--- config.mk ---
export PLATFORM = sky130hd
export DESIGN_NAME = spe_angle_mod
export DESIGN_NICKNAME = d
export VERILOG_FILES = /design/src/design/spe_pkg.sv /design/src/design/spe_angle_mod.sv
export SDC_FILE = /design/constraint.sdc
export NUM_CORES = 1
export LEC_CHECK = 0
export BUFFER_PORTS_ARGS = -buffer_cell sky130_fd_sc_hd__buf_2
export CAP_MARGIN = 20
export CELL_PAD_IN_SITES_DETAIL_PLACEMENT = 0
export CELL_PAD_IN_SITES_GLOBAL_PLACEMENT = 1
export CORE_MARGIN = 2
export CORE_UTILIZATION = 46
export DETAILED_ROUTE_END_ITERATION = 12
export MAX_ROUTING_LAYER = met4
export PLACE_DENSITY_LB_ADDON = 0.1
export SLEW_MARGIN = 10
export SYNTH_ARGS = -nofsm -noshare
export SYNTH_HDL_FRONTEND = slang
export SYNTH_SLANG_ARGS = --single-unit
export TNS_END_PERCENT = 30
--- constraint.sdc ---
create_clock -name clk -period 3.3 [get_ports clk]
set_clock_uncertainty 0.2 [all_clocks]
set_input_delay 0.33 -clock clk [delete_from_list [all_inputs] [get_ports clk]]
set_output_delay 0.33 -clock clk [all_outputs]
set_load 0.1 [all_outputs]
--- src/design/spe_pkg.sv ---
package spe_pkg;

  // defaults for the top-level parameters
  localparam int MODEL_WIDTH_DEF  = 512;
  localparam int MAX_POSITION_DEF = 2048;
  localparam int CORDIC_STEPS_DEF = 16;

  // field widths
  localparam int POS_W  = 11;
  localparam int COL_W  = 12;
  localparam int VAL_W  = 16;
  localparam int CODE_W = 14;   // rounded code lies in [-4096, 4096]

  // inverse frequency, unsigned q32, reaches exactly 1.0 for the first pair
  localparam int INV_W = 33;
  // position times inverse frequency
  localparam int PROD_W = POS_W + INV_W;
  // angle after reduction by two pi (q32)
  localparam int ANG_W = 35;
  // quotient bits of the reduction: 2047 * 2^32 / (2 pi in q32) < 2^9
  localparam int ANG_QBITS = 9;
  // cordic datapath width (q30 signed)
  localparam int CD_W = 32;
  // folded angle before the [-pi, pi) wrap (q30, signed, with headroom)
  localparam int TH_W = 34;

  localparam logic [63:0] LN2_Q32     = 64'd2977044472;
  localparam logic [63:0] LN10000_Q32 = 64'd39558110683;
  localparam logic [63:0] TWO_PI_Q32  = 64'd26986075409;
  localparam logic [63:0] ONE_Q32     = 64'h0000_0001_0000_0000;

  localparam logic signed [TH_W-1:0] PI_Q30      = 34'sd3373259426;
  localparam logic signed [TH_W-1:0] TWO_PI_Q30  = 34'sd6746518852;
  localparam logic signed [TH_W-1:0] HALF_PI_Q30 = 34'sd1686629713;
  localparam logic signed [CD_W-1:0] GAIN_Q30    = 32'sd652032874;

  localparam logic signed [CD_W-1:0] ATAN_Q30 [24] = '{
    32'sd843314856, 32'sd497837829, 32'sd263043836, 32'sd133525158,
    32'sd67021686,  32'sd33543515,  32'sd16775850,  32'sd8388437,
    32'sd4194282,   32'sd2097149,   32'sd1048575,   32'sd524287,
    32'sd262143,    32'sd131071,    32'sd65535,     32'sd32767,
    32'sd16384,     32'sd8192,      32'sd4096,      32'sd2048,
    32'sd1024,      32'sd512,       32'sd256,       32'sd128
  };

  // side information that rides along with each item through the pipeline
  typedef struct packed {
    logic                    odd;    // cosine column
    logic                    pass;   // column outside the coded range
    logic                    neg;    // angle was folded by pi
    logic signed [VAL_W-1:0] elem;
  } tag_t;

  // exp(-x) in q32 via ln2 range split and a truncated taylor series,
  // only evaluated at elaboration to fill the frequency rom
  function automatic logic [INV_W-1:0] inv_freq(input logic [63:0] xq);
    logic [63:0] n;
    logic [63:0] r;
    logic [63:0] term;
    longint      sm;
    n    = xq / LN2_Q32;
    r    = xq - n * LN2_Q32;
    sm   = longint'(ONE_Q32);
    term = ONE_Q32;
    for (int K = 1; K <= 20; K++) begin
      term = ((term * r) >> 32) / 64'(K);
      if ((K & 1) != 0) sm = sm - longint'(term);
      else              sm = sm + longint'(term);
    end
    if (sm < 0) sm = 0;
    if (n >= 63) return '0;
    return INV_W'(64'(sm) >> n);
  endfunction

endpackage

--- src/design/spe_angle_mod.sv ---
module spe_angle_mod (
  input  logic                           clk,
  input  logic                           rst_n,
  input  logic                           en,
  input  logic                           in_valid,
  input  logic [spe_pkg::PROD_W-1:0]     in_prod,
  input  spe_pkg::tag_t                  in_tag,
  output logic                           out_valid,
  output logic [spe_pkg::ANG_W-1:0]      out_ang,
  output spe_pkg::tag_t                  out_tag
);

  localparam int NS = spe_pkg::ANG_QBITS;

  logic                          v_r   [NS];
  logic [spe_pkg::PROD_W-1:0]    rem_r [NS];
  spe_pkg::tag_t                 tag_r [NS];

  // restoring reduction, one quotient bit per stage, msb first
  for (genvar s = 0; s < NS; s++) begin : g_stage
    localparam logic [spe_pkg::PROD_W-1:0] SUB =
      spe_pkg::PROD_W'(spe_pkg::TWO_PI_Q32 << (NS - 1 - s));
    logic                       vi;
    logic [spe_pkg::PROD_W-1:0] ri;
    spe_pkg::tag_t              ti;
    logic [spe_pkg::PROD_W-1:0] rem_nxt;

    if (s == 0) begin : g_first
      assign vi = in_valid;
      assign ri = in_prod;
      assign ti = in_tag;
    end else begin : g_next
      assign vi = v_r[s-1];
      assign ri = rem_r[s-1];
      assign ti = tag_r[s-1];
    end

    assign rem_nxt = (ri >= SUB) ? ri - SUB : ri;

    always_ff @(posedge clk) begin
      if (!rst_n) begin
        v_r[s] <= 1'b0;
      end else if (en) begin
        v_r[s] <= vi;
      end
    end

    always_ff @(posedge clk) begin
      if (en) begin
        rem_r[s] <= rem_nxt;
        tag_r[s] <= ti;
      end
    end
  end

  assign out_valid = v_r[NS-1];
  assign out_ang   = rem_r[NS-1][spe_pkg::ANG_W-1:0];
  assign out_tag   = tag_r[NS-1];

endmodule

Yosys cells after proc, flatten, opt, wreduce, memory -nomap -nowiden --
Memory sizes are Yosys's and may differ from the RTL's. Index checks and enable logic that the tools add are counted.
Word-level totals: register bits after elaboration 0, output and inout bits 55, input bits 67, logic and storage cells 53, memories 3, RAM bits 576
Memory list:
- rem_r | depth 9, width 44, read ports 9, clocked after Yosys merged registers in 0, wr ports 9, line spe_angle_mod.sv:16 | logic [spe_pkg::PROD_W-1:0] rem_r [NS];
- tag_r | depth 9, width 19, read ports 9, clocked after Yosys merged registers in 0, wr ports 9, line spe_angle_mod.sv:17 | spe_pkg::tag_t tag_r [NS];
- v_r | depth 9, width 1, read ports 9, clocked after Yosys merged registers in 0, wr ports 9, line spe_angle_mod.sv:15 | logic v_r [NS];
Operators by class: order comparisons 9, mux-type cells 23, add/sub/neg operators 9, bitwise logic cells 9
Operators with widths (number):
- 44-bit two-way mux | 9
- 44-bit by 35-bit >= comparator with 1-bit output, second input constant | 1
- 44-bit by 36-bit >= comparator with 1-bit output, second input constant | 1
- 44-bit by 37-bit >= comparator with 1-bit output, second input constant | 1
- 44-bit by 38-bit >= comparator with 1-bit output, second input constant | 1
- 44-bit by 39-bit >= comparator with 1-bit output, second input constant | 1
- 44-bit by 40-bit >= comparator with 1-bit output, second input constant | 1
- 44-bit by 41-bit >= comparator with 1-bit output, second input constant | 1
- 44-bit by 42-bit >= comparator with 1-bit output, second input constant | 1
- 44-bit by 43-bit >= comparator with 1-bit output, second input constant | 1
- 44-bit by 35-bit subtractor with 44-bit output, second input constant | 1
- 44-bit by 36-bit subtractor with 44-bit output, second input constant | 1
- 44-bit by 37-bit subtractor with 44-bit output, second input constant | 1
- 44-bit by 38-bit subtractor with 44-bit output, second input constant | 1
- 44-bit by 39-bit subtractor with 44-bit output, second input constant | 1
- 44-bit by 40-bit subtractor with 44-bit output, second input constant | 1
- 44-bit by 41-bit subtractor with 44-bit output, second input constant | 1
- 44-bit by 42-bit subtractor with 44-bit output, second input constant | 1
- 44-bit by 43-bit subtractor with 44-bit output, second input constant | 1
- 1-bit two-way mux | 14
- 1-bit OR | 9

Depth between registers and ports, before layout --
depth after elaboration 4, depth in mapped cells 12, mapped depth without buffers 10

Least setup slack after synthesis --
OpenSTA, ideal clock, no wires.
kind reg-to-reg, from mem rem_r[0][222] (netlist bit), to mem rem_r[0][286] (netlist bit) (data pin), stages on the path, launching flop included 12, clock period less this slack 3.079 ns, arrival 2.619 ns, data required time 2.839 ns, library setup time 0.261 ns, buffers on the path 1, setup slack 0.221 ns, cell sequence edfxtp_1 -> inv_1 -> ha_1 -> or3b_1 -> a2111oi_2 -> o31ai_1 -> a2111oi_2 -> o21ai_1 -> buf_2 -> nand3_1 -> nor2_1 -> xor2_1
RTL lines (line):
- from (decl) | spe_angle_mod.sv:16

==> flow_summary_export.csv <==
group,metric,value,unit
timing,fin_hold_ws,12.0,ps
die,initial_core_util,46.6,%
placement,portBuffers,121,
synth,synth_area,26300,sq um
synth,yosys-top-cells-area,"edfxtp_1, xnor2_1, xor2_1, nand2_1, nor2_1",
timing,drv_slew,0,
route,via_count,16400,
clock_tree,clock_latency,620,ps
synth,ys_seq_elements,567,
route,viasPerCell,5.17,
critical_path,critPathRequiredTime,3460,ps
placement,gp_congestion,0.942,
route,wl,48300,um
synth,syn_area_per_cell,13.0,sq um
route,ant_nets,0,
final_layout,layout_commonest_cell,"edfxtp_1",
critical_path,critPathKind,"in2reg",
clock_tree,tritoncts,"yes",
power_and_ir_drop,leakage,11.5,nW
synth,yosys.area.top_type,"edfxtp_1",
critical_path,rr_worst_depth,9,
synth,ys_types,87,
final_layout,drive_gt1_share,16.5,%
die,die_height,243,um
timing,timing.final.crit_share,96.9,%
route,dr.pass1.iters,5,
hold_path,worstHoldPathType,"in2reg",
clock_tree,htree_levels,2,
die,num_io_pins,122,
global_route,grt_overflow,0,
clock_tree,clock_path_buffers,3,
global_route,antenna_found_initial,0,
global_route,gr-usage-all-layers,16.9,%
global_route,grt_pass1_vias,16900,
clock_tree,cts_buffers,60,
timing,tightestPinTransition,694,ps
clock_tree,root_buffer,"clkbuf_16",
die,row_count,87,
placement,dp_cells,2987,
synth,async_reset_ff_share,0,%
global_route,grt_pass1_wl,79500,um
timing,slew-limit-headroom,53.8,%
hold_path,min_path_cells,1,
job,drv_cap,0,
final_layout,fin_cells,3178,
synth,ys_seq_area_share,64.8,%
synth,synth_edf_count,566,
outcome,status,"finished clean",
die,dieWidth,243,um
power_and_ir_drop,peakVddDrop,797,uV
synth,ys_warn_count,0,
final_layout,mostFrequentLayoutCells,"edfxtp_1, nand2_1, xnor2_1",
critical_path,cp-start-kind,"input pin",
die,core,56400,sq um
critical_path,arrival,3360,ps
power_and_ir_drop,powerDensity,708,nW/um^2
synth,syn_nets,2105,
clock_tree,path_clk_slew,60,ps
timing,period_needed,3200,ps
timing,setup_violations,0,
critical_path,endpoint_kind,"register",
final_layout,diodes,0,
route,drcViolationCount,0,
synth,syn-instance-count,2024,
route,wire_per_inst,15.2,um
final_layout,nNetsFinal,2454,
synth,synthFlopType,"edfxtp_1",
global_route,grt_start_max_net_pins,82,
timing,hold_viol,0,
critical_path,path_max_fanout,12,
die,die-area,59000,sq um
synth,synthDominantCellAreaShare,64.7,%
final_layout,nFillCells,4732,
timing,fmaxAchievable,313,MHz
route,drt_iter0_markers,797,
placement,hpwlAfterDp,35600,um
final_layout,area_growth,20.3,%
clock_tree,cts_sinks,567,
[through the flow]
stage / util (%) / TNS [ps] / setup slack (ps) / cell area, sq um / power, mW
after floorplan: - / 0 / 221 / 26300 / 14.4
after CTS: 55.8 / 0 / 17.2 / 31500 / 22.6
after global routing: 56.0 / -3.74 / -3.74 / 31600 / 23.6
final: 56.0 / 0 / 103 / 31600 / 22.4
after global placement: 50.9 / -158 / -87.2 / 28700 / 15.8
after detailed placement: 50.9 / -427 / -91.3 / 28700 / 15.9
[repair_timing]
item / 4_1_cts / 5_1_grt
setup endpoints to repair: 24 / 98
cloned: 0 / 0
gates resized for setup: 2 / 23
hold buffers: 79 / 0
hold endpoints to repair: 72 / 0
buffers inserted: 0 / 1
pin swaps: 2 / 5
[area by class of cell]
cell class	instances	area [sq um]	area share [%]
tap	756	946	2.99
clock inverter	43	428	1.35
timing repair buffer	329	2520	7.99
sequential	567	17000	53.9
clock buffer	68	1530	4.85
multi-input combinational	1380	9020	28.5
inverter	35	131	0.416
[synthesized netlist by cell type (4+ instances only)]
cell type    n
nor3b_1      8
nor4bb_1     5
or3b_2       6
nor3_1      57
xnor2_1    185
a21boi_0    10
edfxtp_1   566
nand4b_1     9
nand3_1     58
buf_6        4
o21bai_1     7
nor2_1     158
ha_1        14
xor2_1     143
a211oi_1    14
o211ai_1    10
nor4_1      48
o21ai_0     58
and2_1      13
o41ai_1     10
buf_2       18
nand2b_1    18
and3b_1      4
inv_1       35
a21oi_1     84
o41a_1       4
or4_1       12
or2_2        9
or3_1        9
a221o_1      4
or3b_1       5
o31a_1       5
nand3b_1    11
a311oi_1     4
nor4b_1      7
o21a_1       9
nand2_1    211
a21o_1      15
o31ai_1     14
nand4_1     33
a31oi_1     14
clkbuf_1    17
nor2b_1     13
and3_1      14
o21ai_1      4
[report_power, final]
part	switching [mW]	total (mW)	internal (mW)
Sequential	1.07	10.8	9.71
Clock	2.65	6.59	3.94
Combinational	2.99	5.02	2.03
[worst max-delay path, stage by stage]
cell           delay (ps)
dlygate4sd3_1         540
buf_2                 150
nor4_2                260
buf_4                 210
nand3_1               170
nor4_4                220
a21oi_2               120
a21boi_1              170
buf_4                 210
nor4b_2               300
xor2_1                100
dlygate4sd3_1         570
[flip-flops by register name, summed over array words and instances (netlist names)]
name and count:
tag_r 171, rem_r 387, v_r 9
[path summary, 6_finish.rpt]
kind                                 from                 endpoint  slack (ps)
hold reg to reg    tag_r[0][49]$_DFFE_PP_   tag_r[0][68]$_DFFE_PP_         210
hold / removal                         en   tag_r[0][17]$_DFFE_PP_          10
setup reg to reg  rem_r[0][152]$_DFFE_PP_  rem_r[0][194]$_DFFE_PP_         120
setup / recovery              in_prod[31]   rem_r[0][34]$_DFFE_PP_         100
[layer usage]
metal	up-vias	track usage [%]	routed length [um]
li1	8303	-	-
met1	7652	16.1	17800
met2	320	32.6	26500
met3	153	2.75	1620
met4	0	8.50	2410
met5	-	-	0
[kinds of logic (layout without fill, tap and decap cells)]
logic type               count (synthesis)  count (layout)  synth area share (%)
AO/OA/AOI/OAI                          308             308                  7.99
XOR/XNOR                               328             328                  10.9
adder cells (fa/ha/maj)                 14              14                 0.667
buffers and inverters                   77             475                  1.33
flip-flops                             567             567                  64.8
multiplexers                             5               5                 0.200
AND/OR/NAND/NOR                        725             725                  14.1
Power figures use the tool's default switching activity.
