**src/design/spe_pkg.sv**
```systemverilog
package spe_pkg;

  // defaults for the top-level parameters
  localparam int MODEL_WIDTH_DEF  = 512;
  localparam int MAX_POSITION_DEF = 2048;
  localparam int CORDIC_STEPS_DEF = 16;

  // field widths
  localparam int POS_W  = 11;
  localparam int COL_W  = 12;
  localparam int VAL_W  = 16;
  localparam int CODE_W = 14;   // rounded code lies in [-4096, 4096]

  // inverse frequency, unsigned q32, reaches exactly 1.0 for the first pair
  localparam int INV_W = 33;
  // position times inverse frequency
  localparam int PROD_W = POS_W + INV_W;
  // angle after reduction by two pi (q32)
  localparam int ANG_W = 35;
  // quotient bits of the reduction: 2047 * 2^32 / (2 pi in q32) < 2^9
  localparam int ANG_QBITS = 9;
  // cordic datapath width (q30 signed)
  localparam int CD_W = 32;
  // folded angle before the [-pi, pi) wrap (q30, signed, with headroom)
  localparam int TH_W = 34;

  localparam logic [63:0] LN2_Q32     = 64'd2977044472;
  localparam logic [63:0] LN10000_Q32 = 64'd39558110683;
  localparam logic [63:0] TWO_PI_Q32  = 64'd26986075409;
  localparam logic [63:0] ONE_Q32     = 64'h0000_0001_0000_0000;

  localparam logic signed [TH_W-1:0] PI_Q30      = 34'sd3373259426;
  localparam logic signed [TH_W-1:0] TWO_PI_Q30  = 34'sd6746518852;
  localparam logic signed [TH_W-1:0] HALF_PI_Q30 = 34'sd1686629713;
  localparam logic signed [CD_W-1:0] GAIN_Q30    = 32'sd652032874;

  localparam logic signed [CD_W-1:0] ATAN_Q30 [24] = '{
    32'sd843314856, 32'sd497837829, 32'sd263043836, 32'sd133525158,
    32'sd67021686,  32'sd33543515,  32'sd16775850,  32'sd8388437,
    32'sd4194282,   32'sd2097149,   32'sd1048575,   32'sd524287,
    32'sd262143,    32'sd131071,    32'sd65535,     32'sd32767,
    32'sd16384,     32'sd8192,      32'sd4096,      32'sd2048,
    32'sd1024,      32'sd512,       32'sd256,       32'sd128
  };

  // side information that rides along with each item through the pipeline
  typedef struct packed {
    logic                    odd;    // cosine column
    logic                    pass;   // column outside the coded range
    logic                    neg;    // angle was folded by pi
    logic signed [VAL_W-1:0] elem;
  } tag_t;

  // exp(-x) in q32 via ln2 range split and a truncated taylor series,
  // only evaluated at elaboration to fill the frequency rom
  function automatic logic [INV_W-1:0] inv_freq(input logic [63:0] xq);
    logic [63:0] n;
    logic [63:0] r;
    logic [63:0] term;
    longint      sm;
    n    = xq / LN2_Q32;
    r    = xq - n * LN2_Q32;
    sm   = longint'(ONE_Q32);
    term = ONE_Q32;
    for (int K = 1; K <= 20; K++) begin
      term = ((term * r) >> 32) / 64'(K);
      if ((K & 1) != 0) sm = sm - longint'(term);
      else              sm = sm + longint'(term);
    end
    if (sm < 0) sm = 0;
    if (n >= 63) return '0;
    return INV_W'(64'(sm) >> n);
  endfunction

endpackage

```
**src/design/spe_cordic.sv**
```systemverilog
module spe_cordic #(
  parameter int STEPS = spe_pkg::CORDIC_STEPS_DEF
) (
  input  logic                           clk,
  input  logic                           rst_n,
  input  logic                           en,
  input  logic                           in_valid,
  input  logic signed [spe_pkg::CD_W-1:0] in_angle,
  input  spe_pkg::tag_t                  in_tag,
  output logic                           out_valid,
  output logic signed [spe_pkg::CD_W-1:0] out_cos,
  output logic signed [spe_pkg::CD_W-1:0] out_sin,
  output spe_pkg::tag_t                  out_tag
);

  logic                           v_r [STEPS];
  logic signed [spe_pkg::CD_W-1:0] x_r [STEPS];
  logic signed [spe_pkg::CD_W-1:0] y_r [STEPS];
  logic signed [spe_pkg::CD_W-1:0] z_r [STEPS];
  spe_pkg::tag_t                  tag_r [STEPS];

  // rotation mode, one micro-rotation per stage
  for (genvar k = 0; k < STEPS; k++) begin : g_stage
    logic                           vi;
    logic signed [spe_pkg::CD_W-1:0] xi, yi, zi;
    spe_pkg::tag_t                  ti;
    logic signed [spe_pkg::CD_W-1:0] xs, ys;
    logic                           up;

    if (k == 0) begin : g_first
      assign vi = in_valid;
      assign xi = spe_pkg::GAIN_Q30;
      assign yi = '0;
      assign zi = in_angle;
      assign ti = in_tag;
    end else begin : g_next
      assign vi = v_r[k-1];
      assign xi = x_r[k-1];
      assign yi = y_r[k-1];
      assign zi = z_r[k-1];
      assign ti = tag_r[k-1];
    end

    assign xs = xi >>> k;
    assign ys = yi >>> k;
    assign up = (zi >= 0);

    always_ff @(posedge clk) begin
      if (!rst_n) begin
        v_r[k] <= 1'b0;
      end else if (en) begin
        v_r[k] <= vi;
      end
    end

    always_ff @(posedge clk) begin
      if (en) begin
        x_r[k]   <= up ? xi - ys : xi + ys;
        y_r[k]   <= up ? yi + xs : yi - xs;
        z_r[k]   <= up ? zi - spe_pkg::ATAN_Q30[k] : zi + spe_pkg::ATAN_Q30[k];
        tag_r[k] <= ti;
      end
    end
  end

  assign out_valid = v_r[STEPS-1];
  assign out_cos   = x_r[STEPS-1];
  assign out_sin   = y_r[STEPS-1];
  assign out_tag   = tag_r[STEPS-1];

endmodule

```
**config.mk**
```make
export PLATFORM = sky130hd
export DESIGN_NAME = spe_cordic
export DESIGN_NICKNAME = d
export VERILOG_FILES = /design/src/design/spe_pkg.sv /design/src/design/spe_cordic.sv
export SDC_FILE = /design/constraint.sdc
export NUM_CORES = 2
export LEC_CHECK = 0
export BUFFER_PORTS_ARGS = -buffer_cell sky130_fd_sc_hd__buf_2
export CAP_MARGIN = 20
export CORE_MARGIN = 2
export CORE_UTILIZATION = 50
export DETAILED_ROUTE_END_ITERATION = 12
export PLACE_DENSITY = 0.66
export SYNTH_ARGS = -nofsm -noshare
export SYNTH_HDL_FRONTEND = slang
export SYNTH_SLANG_ARGS = --single-unit
```
**constraint.sdc**
```tcl
create_clock -name clk -period 5.9 [get_ports clk]
set_input_delay 1.18 -clock clk [delete_from_list [all_inputs] [get_ports clk]]
set_output_delay 1.18 -clock clk [all_outputs]
set_load 0.01 [all_outputs]
```
==> Word-level counts from Yosys, hierarchy flattened <==
Memories as Yosys holds them, arrays and structs flattened.
Index checks and enable logic that the tools add are counted.
{ "totals": {"ram_bits": 1856, "n_memories": 5, "ff_bits": 0, "out_inout_bits": 84} }
{ "op_classes": {"n_lt_le_gt_ge": 16, "muxes": 68, "addsub": 92, "bitwise_logic": 16} }
{ "memory_table": {"columns": ["name", "depth", "word_bits", "rd", "rd_ports_with_merged_regs", "wr", "line_no", "text"], "rows": [
  ["x_r", 16, 32, 16, 0, 16, "spe_cordic.sv:17", "logic signed [spe_pkg::CD_W-1:0] x_r [STEPS];"],
  ["y_r", 16, 32, 16, 0, 16, "spe_cordic.sv:18", "logic signed [spe_pkg::CD_W-1:0] y_r [STEPS];"],
  ["z_r", 16, 32, 15, 0, 16, "spe_cordic.sv:19", "logic signed [spe_pkg::CD_W-1:0] z_r [STEPS];"],
  ["tag_r", 16, 19, 16, 0, 16, "spe_cordic.sv:20", "spe_pkg::tag_t tag_r [STEPS];"],
  ["v_r", 16, 1, 16, 0, 16, "spe_cordic.sv:16", "logic v_r [STEPS];"]
]} }
{ "op_table": {"columns": ["cell", "n"], "rows": [
  ["32-bit two-way mux", 47],
  ["32-bit by 1-bit >= comparator with 1-bit output (second input constant)", 16],
  ["32-bit by 17-bit adder with 32-bit output", 2],
  ["32-bit by 18-bit adder with 32-bit output", 2],
  ["32-bit by 19-bit adder with 32-bit output", 2],
  ["32-bit by 20-bit adder with 32-bit output", 2],
  ["32-bit by 21-bit adder with 32-bit output", 2],
  ["32-bit by 22-bit adder with 32-bit output", 2],
  ["32-bit by 23-bit adder with 32-bit output", 2],
  ["32-bit by 24-bit adder with 32-bit output", 2],
  ["32-bit by 25-bit adder with 32-bit output", 2],
  ["32-bit by 26-bit adder with 32-bit output", 2],
  ["32-bit by 27-bit adder with 32-bit output", 2],
  ["32-bit by 28-bit adder with 32-bit output", 2],
  ["32-bit by 29-bit adder with 32-bit output", 2],
  ["32-bit by 30-bit adder with 32-bit output", 2],
  ["32-bit by 31-bit adder with 32-bit output", 2],
  ["32-bit by 17-bit subtractor with 32-bit output", 2],
  ["32-bit by 18-bit subtractor with 32-bit output", 2],
  ["32-bit by 19-bit subtractor with 32-bit output", 2],
  ["32-bit by 20-bit subtractor with 32-bit output", 2],
  ["32-bit by 21-bit subtractor with 32-bit output", 2],
  ["32-bit by 22-bit subtractor with 32-bit output", 2],
  ["32-bit by 23-bit subtractor with 32-bit output", 2],
  ["other kinds (42)", 85]
]} }

==> Logic depth before layout (Yosys ltp) <==
{ "logic_depth": {"ltp_word": 4, "depth_mapped": 21, "ltp_nobuf": 21} }

==> Least setup slack after synthesis <==
No wires, ideal clock.
{ "synth_timing": {"path_type": "register to register", "startpoint": "mem x_r[7][15] (netlist bit)", "endpoint": "mem y_r[7][61] (netlist bit), data pin", "t_required_ns": 5.634, "setup_slack_ns": 0.690, "setup_time_ns": 0.266, "arrival_time_ns": 4.944, "n_path_buf": 0, "path_stages_with_launch": 20, "cell_sequence": "edfxtp_1 inv_1 ha_1 nand2b_1 nand2b_1 or2_2 or3_1 or2_2 o41ai_1 xnor2_1 ha_1 nand2_1 or2_2 o311ai_0 o22ai_1 o311ai_0 o41ai_1 o21ai_0 o41ai_1 xnor2_1"} }
{ "synth_lines": {"columns": ["element", "line_no"], "rows": [
  ["start: declaration", "spe_cordic.sv:17"],
  ["end: declaration", "spe_cordic.sv:18"]
]} }

==> summary.txt <==
Run status
  – Status: finished clean

Detailed routing
  – DRT iter0 DRCs: 7,546
  – Post-Route WL: 334,000 um
  – DR vias: 98,500
  – WL/cell: 20.1 um
  – Detailed Routing Iterations Pass 1: 6
  – Via density: 5.94
  – Remaining DRCs: 0
  – DRT antenna net count: 0

STA
  – Slew Viols, Final: 0
  – Slew HR: 29.2%
  – Setup TNS Final: 0 ns
  – Setup violators final: 0
  – PnR worst setup slack: 0.400 ns
  – Period utilization: 93.2%
  – Clock skew: 0.0808 ns
  – Crit path time final: 5.50 ns
  – Fin. Hold Viols: 0
  – Fmax: 182 MHz
  – RSZ-0062 raised after global routing: no
  – Measured slew at the worst slew-check pin: 1.03 ns

Clock network
  – Number of CTS-inserted buffers: 204
  – CTS Root Cell: clkbuf_16
  – Max Buffers Root-to-Sink: 4
  – # hold bufs at CTS: 0
  – CTS Sinks: 1,706
  – CTS tree: yes
  – Clock Latency Late Sink: 0.89 ns
  – CTS H-tree depth: 4
  – Clk pin slew, worst setup/hold paths: 0.06 ns

Synth
  – Post-Synthesis Cells: 12,800
  – Post-Synth Adder-Cell Area: 13.8%
  – Post-Synth XOR/XNOR Area: 11.3%
  – Register area share after synthesis: 39.8%
  – Number of synthesized register bits: 1,706
  – EDFF count, synth: 1,705
  – Mapped Area: 0.129 mm^2
  – Syn Area/Cell: 10.1 um^2
  – Ys async rst share: 0%
  – Post-synthesis mux area share: 0.369%
  – Post-synthesis cell type count: 85
  – Largest family of logic cells by synthesized area: compound AO/OA/AOI/OAI gates
  – Most area-consuming cells after synthesis: edfxtp_1 40%, ha_1 13%, xnor2_1 7.3%
  – Post-Synth Simple-Gate Area: 12.8%
  – Synth Area in Compound Gates: 19.7%
  – Area leader, netlist: edfxtp_1
  – Yosys warning count: 0
  – Syn_nets: 14,200
  – Area share of the leading cell type in the synthesized netlist: 39.8%
  – Primary FF master, synth: edfxtp_1

Global routing
  – Total gr overflow: 0
  – Vias in the first global route: 95,500
  – First-pass GRT wire length: 525,000 um
  – Largest net degree at the start of global routing: 170
  – Total Routing Usage GR: 24.8%
  – Number of antenna violations at the first check in global routing: 6

Setup path
  – Most frequent CP cell: a21o_1
  – Worst Setup End Kind: flip-flop
  – Crit Path Category: flip-flop to flip-flop
  – CP cell instances: or3_1 > or2_2 > or4_1 > or3_1 > or2_2 > o31ai_1 > xnor2_1 > ha_1 > a21o_1 > a21o_1 > a21o_1 > a21o_1 > a21o_1 > a2111oi_0 > o21ai_0 > a21o_1 > a21oi_1 > xnor2_1
  – Critical path's slowest cell: a2111oi_0
  – Critical path's top delay family: compound AO/OA/AOI/OAI gates
  – Worst setup SP type: flip-flop
  – Critical-path maximum fanout: 6
  – CP Buf/Inv Count: 0
  – Req. time, crit path: 6.45 ns
  – Arr. time, crit path: 6.05 ns
  – Max incr delay on CP: 0.55 ns

Cells and area
  – Fin cells: 16,600
  – Fin area: 0.140 mm^2
  – Nets: 14,500
  – Share of cells above drive strength 1: 5.38%
  – Syn-to-layout area delta: 9.20%

Floorplan
  – Die area: 0.261 mm^2
  – Die width: 511 um
  – I/O Pins: 139
  – Rows: 186
  – Initial Util: 50.2%
  – Placeable core area: 0.256 mm^2
  – Die Y: 511 um

Placement
  – Port Buffers: 138
  – Post-DP HPWL: 262,000 um
  – GPL Wtd Cong: 0.941
  – DP Area: 0.134 mm^2
  – Placed Instances: 16,200
  – Place WS: 0.361 ns

Min path
  – HP Class: flip-flop to flip-flop

Job
  – Max Cap Violations: 0
==> cells by family after synthesis <==
| kind of cell | after synthesis |
|---|---|
| adder cells (fa/ha/maj) | 1388 |
| XOR/XNOR | 1652 |
| AND/OR/NAND/NOR | 3340 |
| AO/OA/AOI/OAI | 3894 |
| buffers and inverters | 762 |
| flip-flops | 1706 |
| multiplexers | 46 |
==> stage by stage <==
step | hold WS, ns | utilization, %
5_1_grt | 0.418 | 54.8
3_5_place_dp | 0.405 | 52.2
6_report | 0.404 | 54.8
4_1_cts | 0.406 | 54.8
3_3_place_gp | 0.400 | 52.2
2_1_floorplan | 0.400 | -
==> area by class of cell <==
| type | count | area, um^2 |
|---|---|---|
| fillers | 22500 | 116000 |
| multi-input cells | 10300 | 74500 |
| flip-flops and latches | 1706 | 51200 |
| clock buffers | 240 | 5310 |
| well taps | 3384 | 4230 |
| inverters | 571 | 2140 |
| repair buffers | 254 | 1740 |
| clock inverters | 116 | 1250 |
| diodes | 4 | 10.0 |
==> flip-flops by register name, indices dropped and copies added (netlist names) <==
| name | flops |
|---|---|
| v_r | 16 |
| tag_r | 304 |
| y_r | 481 |
| x_r | 456 |
| z_r | 449 |
==> final timing paths <==
| kind | endpoint | startpoint | cells past startpoint | slack (ns) |
|---|---|---|---|---|
| max | y_r[4][31]$_DFFE_PP_ | x_r[3][49]$_DFFE_PP_ | 18 | 0.40 |
| min | tag_r[0][52]$_DFFE_PP_ | tag_r[0][33]$_DFFE_PP_ | 0 | 0.40 |
| min reg2reg | tag_r[0][52]$_DFFE_PP_ | tag_r[0][33]$_DFFE_PP_ | 0 | 0.40 |
| max reg2reg | y_r[4][31]$_DFFE_PP_ | x_r[3][49]$_DFFE_PP_ | 18 | 0.40 |
==> layer usage <==
layer | vias up | wire, um | global-route usage [%]
met1 | 47100 | 152000 | 33.3
met4 | 0 | 8700 | 6.45
met5 | - | 0 | 0
met2 | 2325 | 158000 | 42.4
met3 | 473 | 15400 | 2.75
li1 | 48600 | - | -
==> layout by cell type, fill, tap and decap left out, types with 57 or more instances in the layout <==
cell type	netlist	final
or3_1	149	149
o21bai_1	140	140
nand3_1	233	233
a21oi_1	958	958
xor2_1	578	578
buf_4	0	103
o41ai_1	90	90
o21a_1	183	183
o211ai_1	73	73
a21boi_0	60	60
o31ai_1	210	210
a21o_1	676	676
and3_1	162	162
clkbuf_16	0	205
xnor2_1	1074	1074
or4_1	70	70
nand4_1	65	65
edfxtp_1	1705	1705
nor4_1	62	62
nand2_1	813	813
nor2b_1	220	220
a211oi_1	96	96
ha_1	1344	1344
inv_1	567	567
buf_2	1	137
a31oi_1	112	112
nor2_1	837	837
nand2b_1	212	212
nor3_1	259	259
o21ai_0	851	851
or2_2	84	84
a2111oi_0	57	57
==> cell usage after synthesis, types with 233 or more instances <==
cell      instances
a21o_1          676
nand2_1         813
xor2_1          578
xnor2_1        1074
inv_1           567
o21ai_0         851
nor2_1          837
edfxtp_1       1705
nor3_1          259
ha_1           1344
a21oi_1         958
nand3_1         233
==> repair_timing <==
action	CTS	global route
resized for setup	0	1
setup endpoints to repair	0	1
buffers inserted	0	0
Power is not shown: default switching activity piles up to over one toggle a cycle in this logic, so the estimate is an artifact.
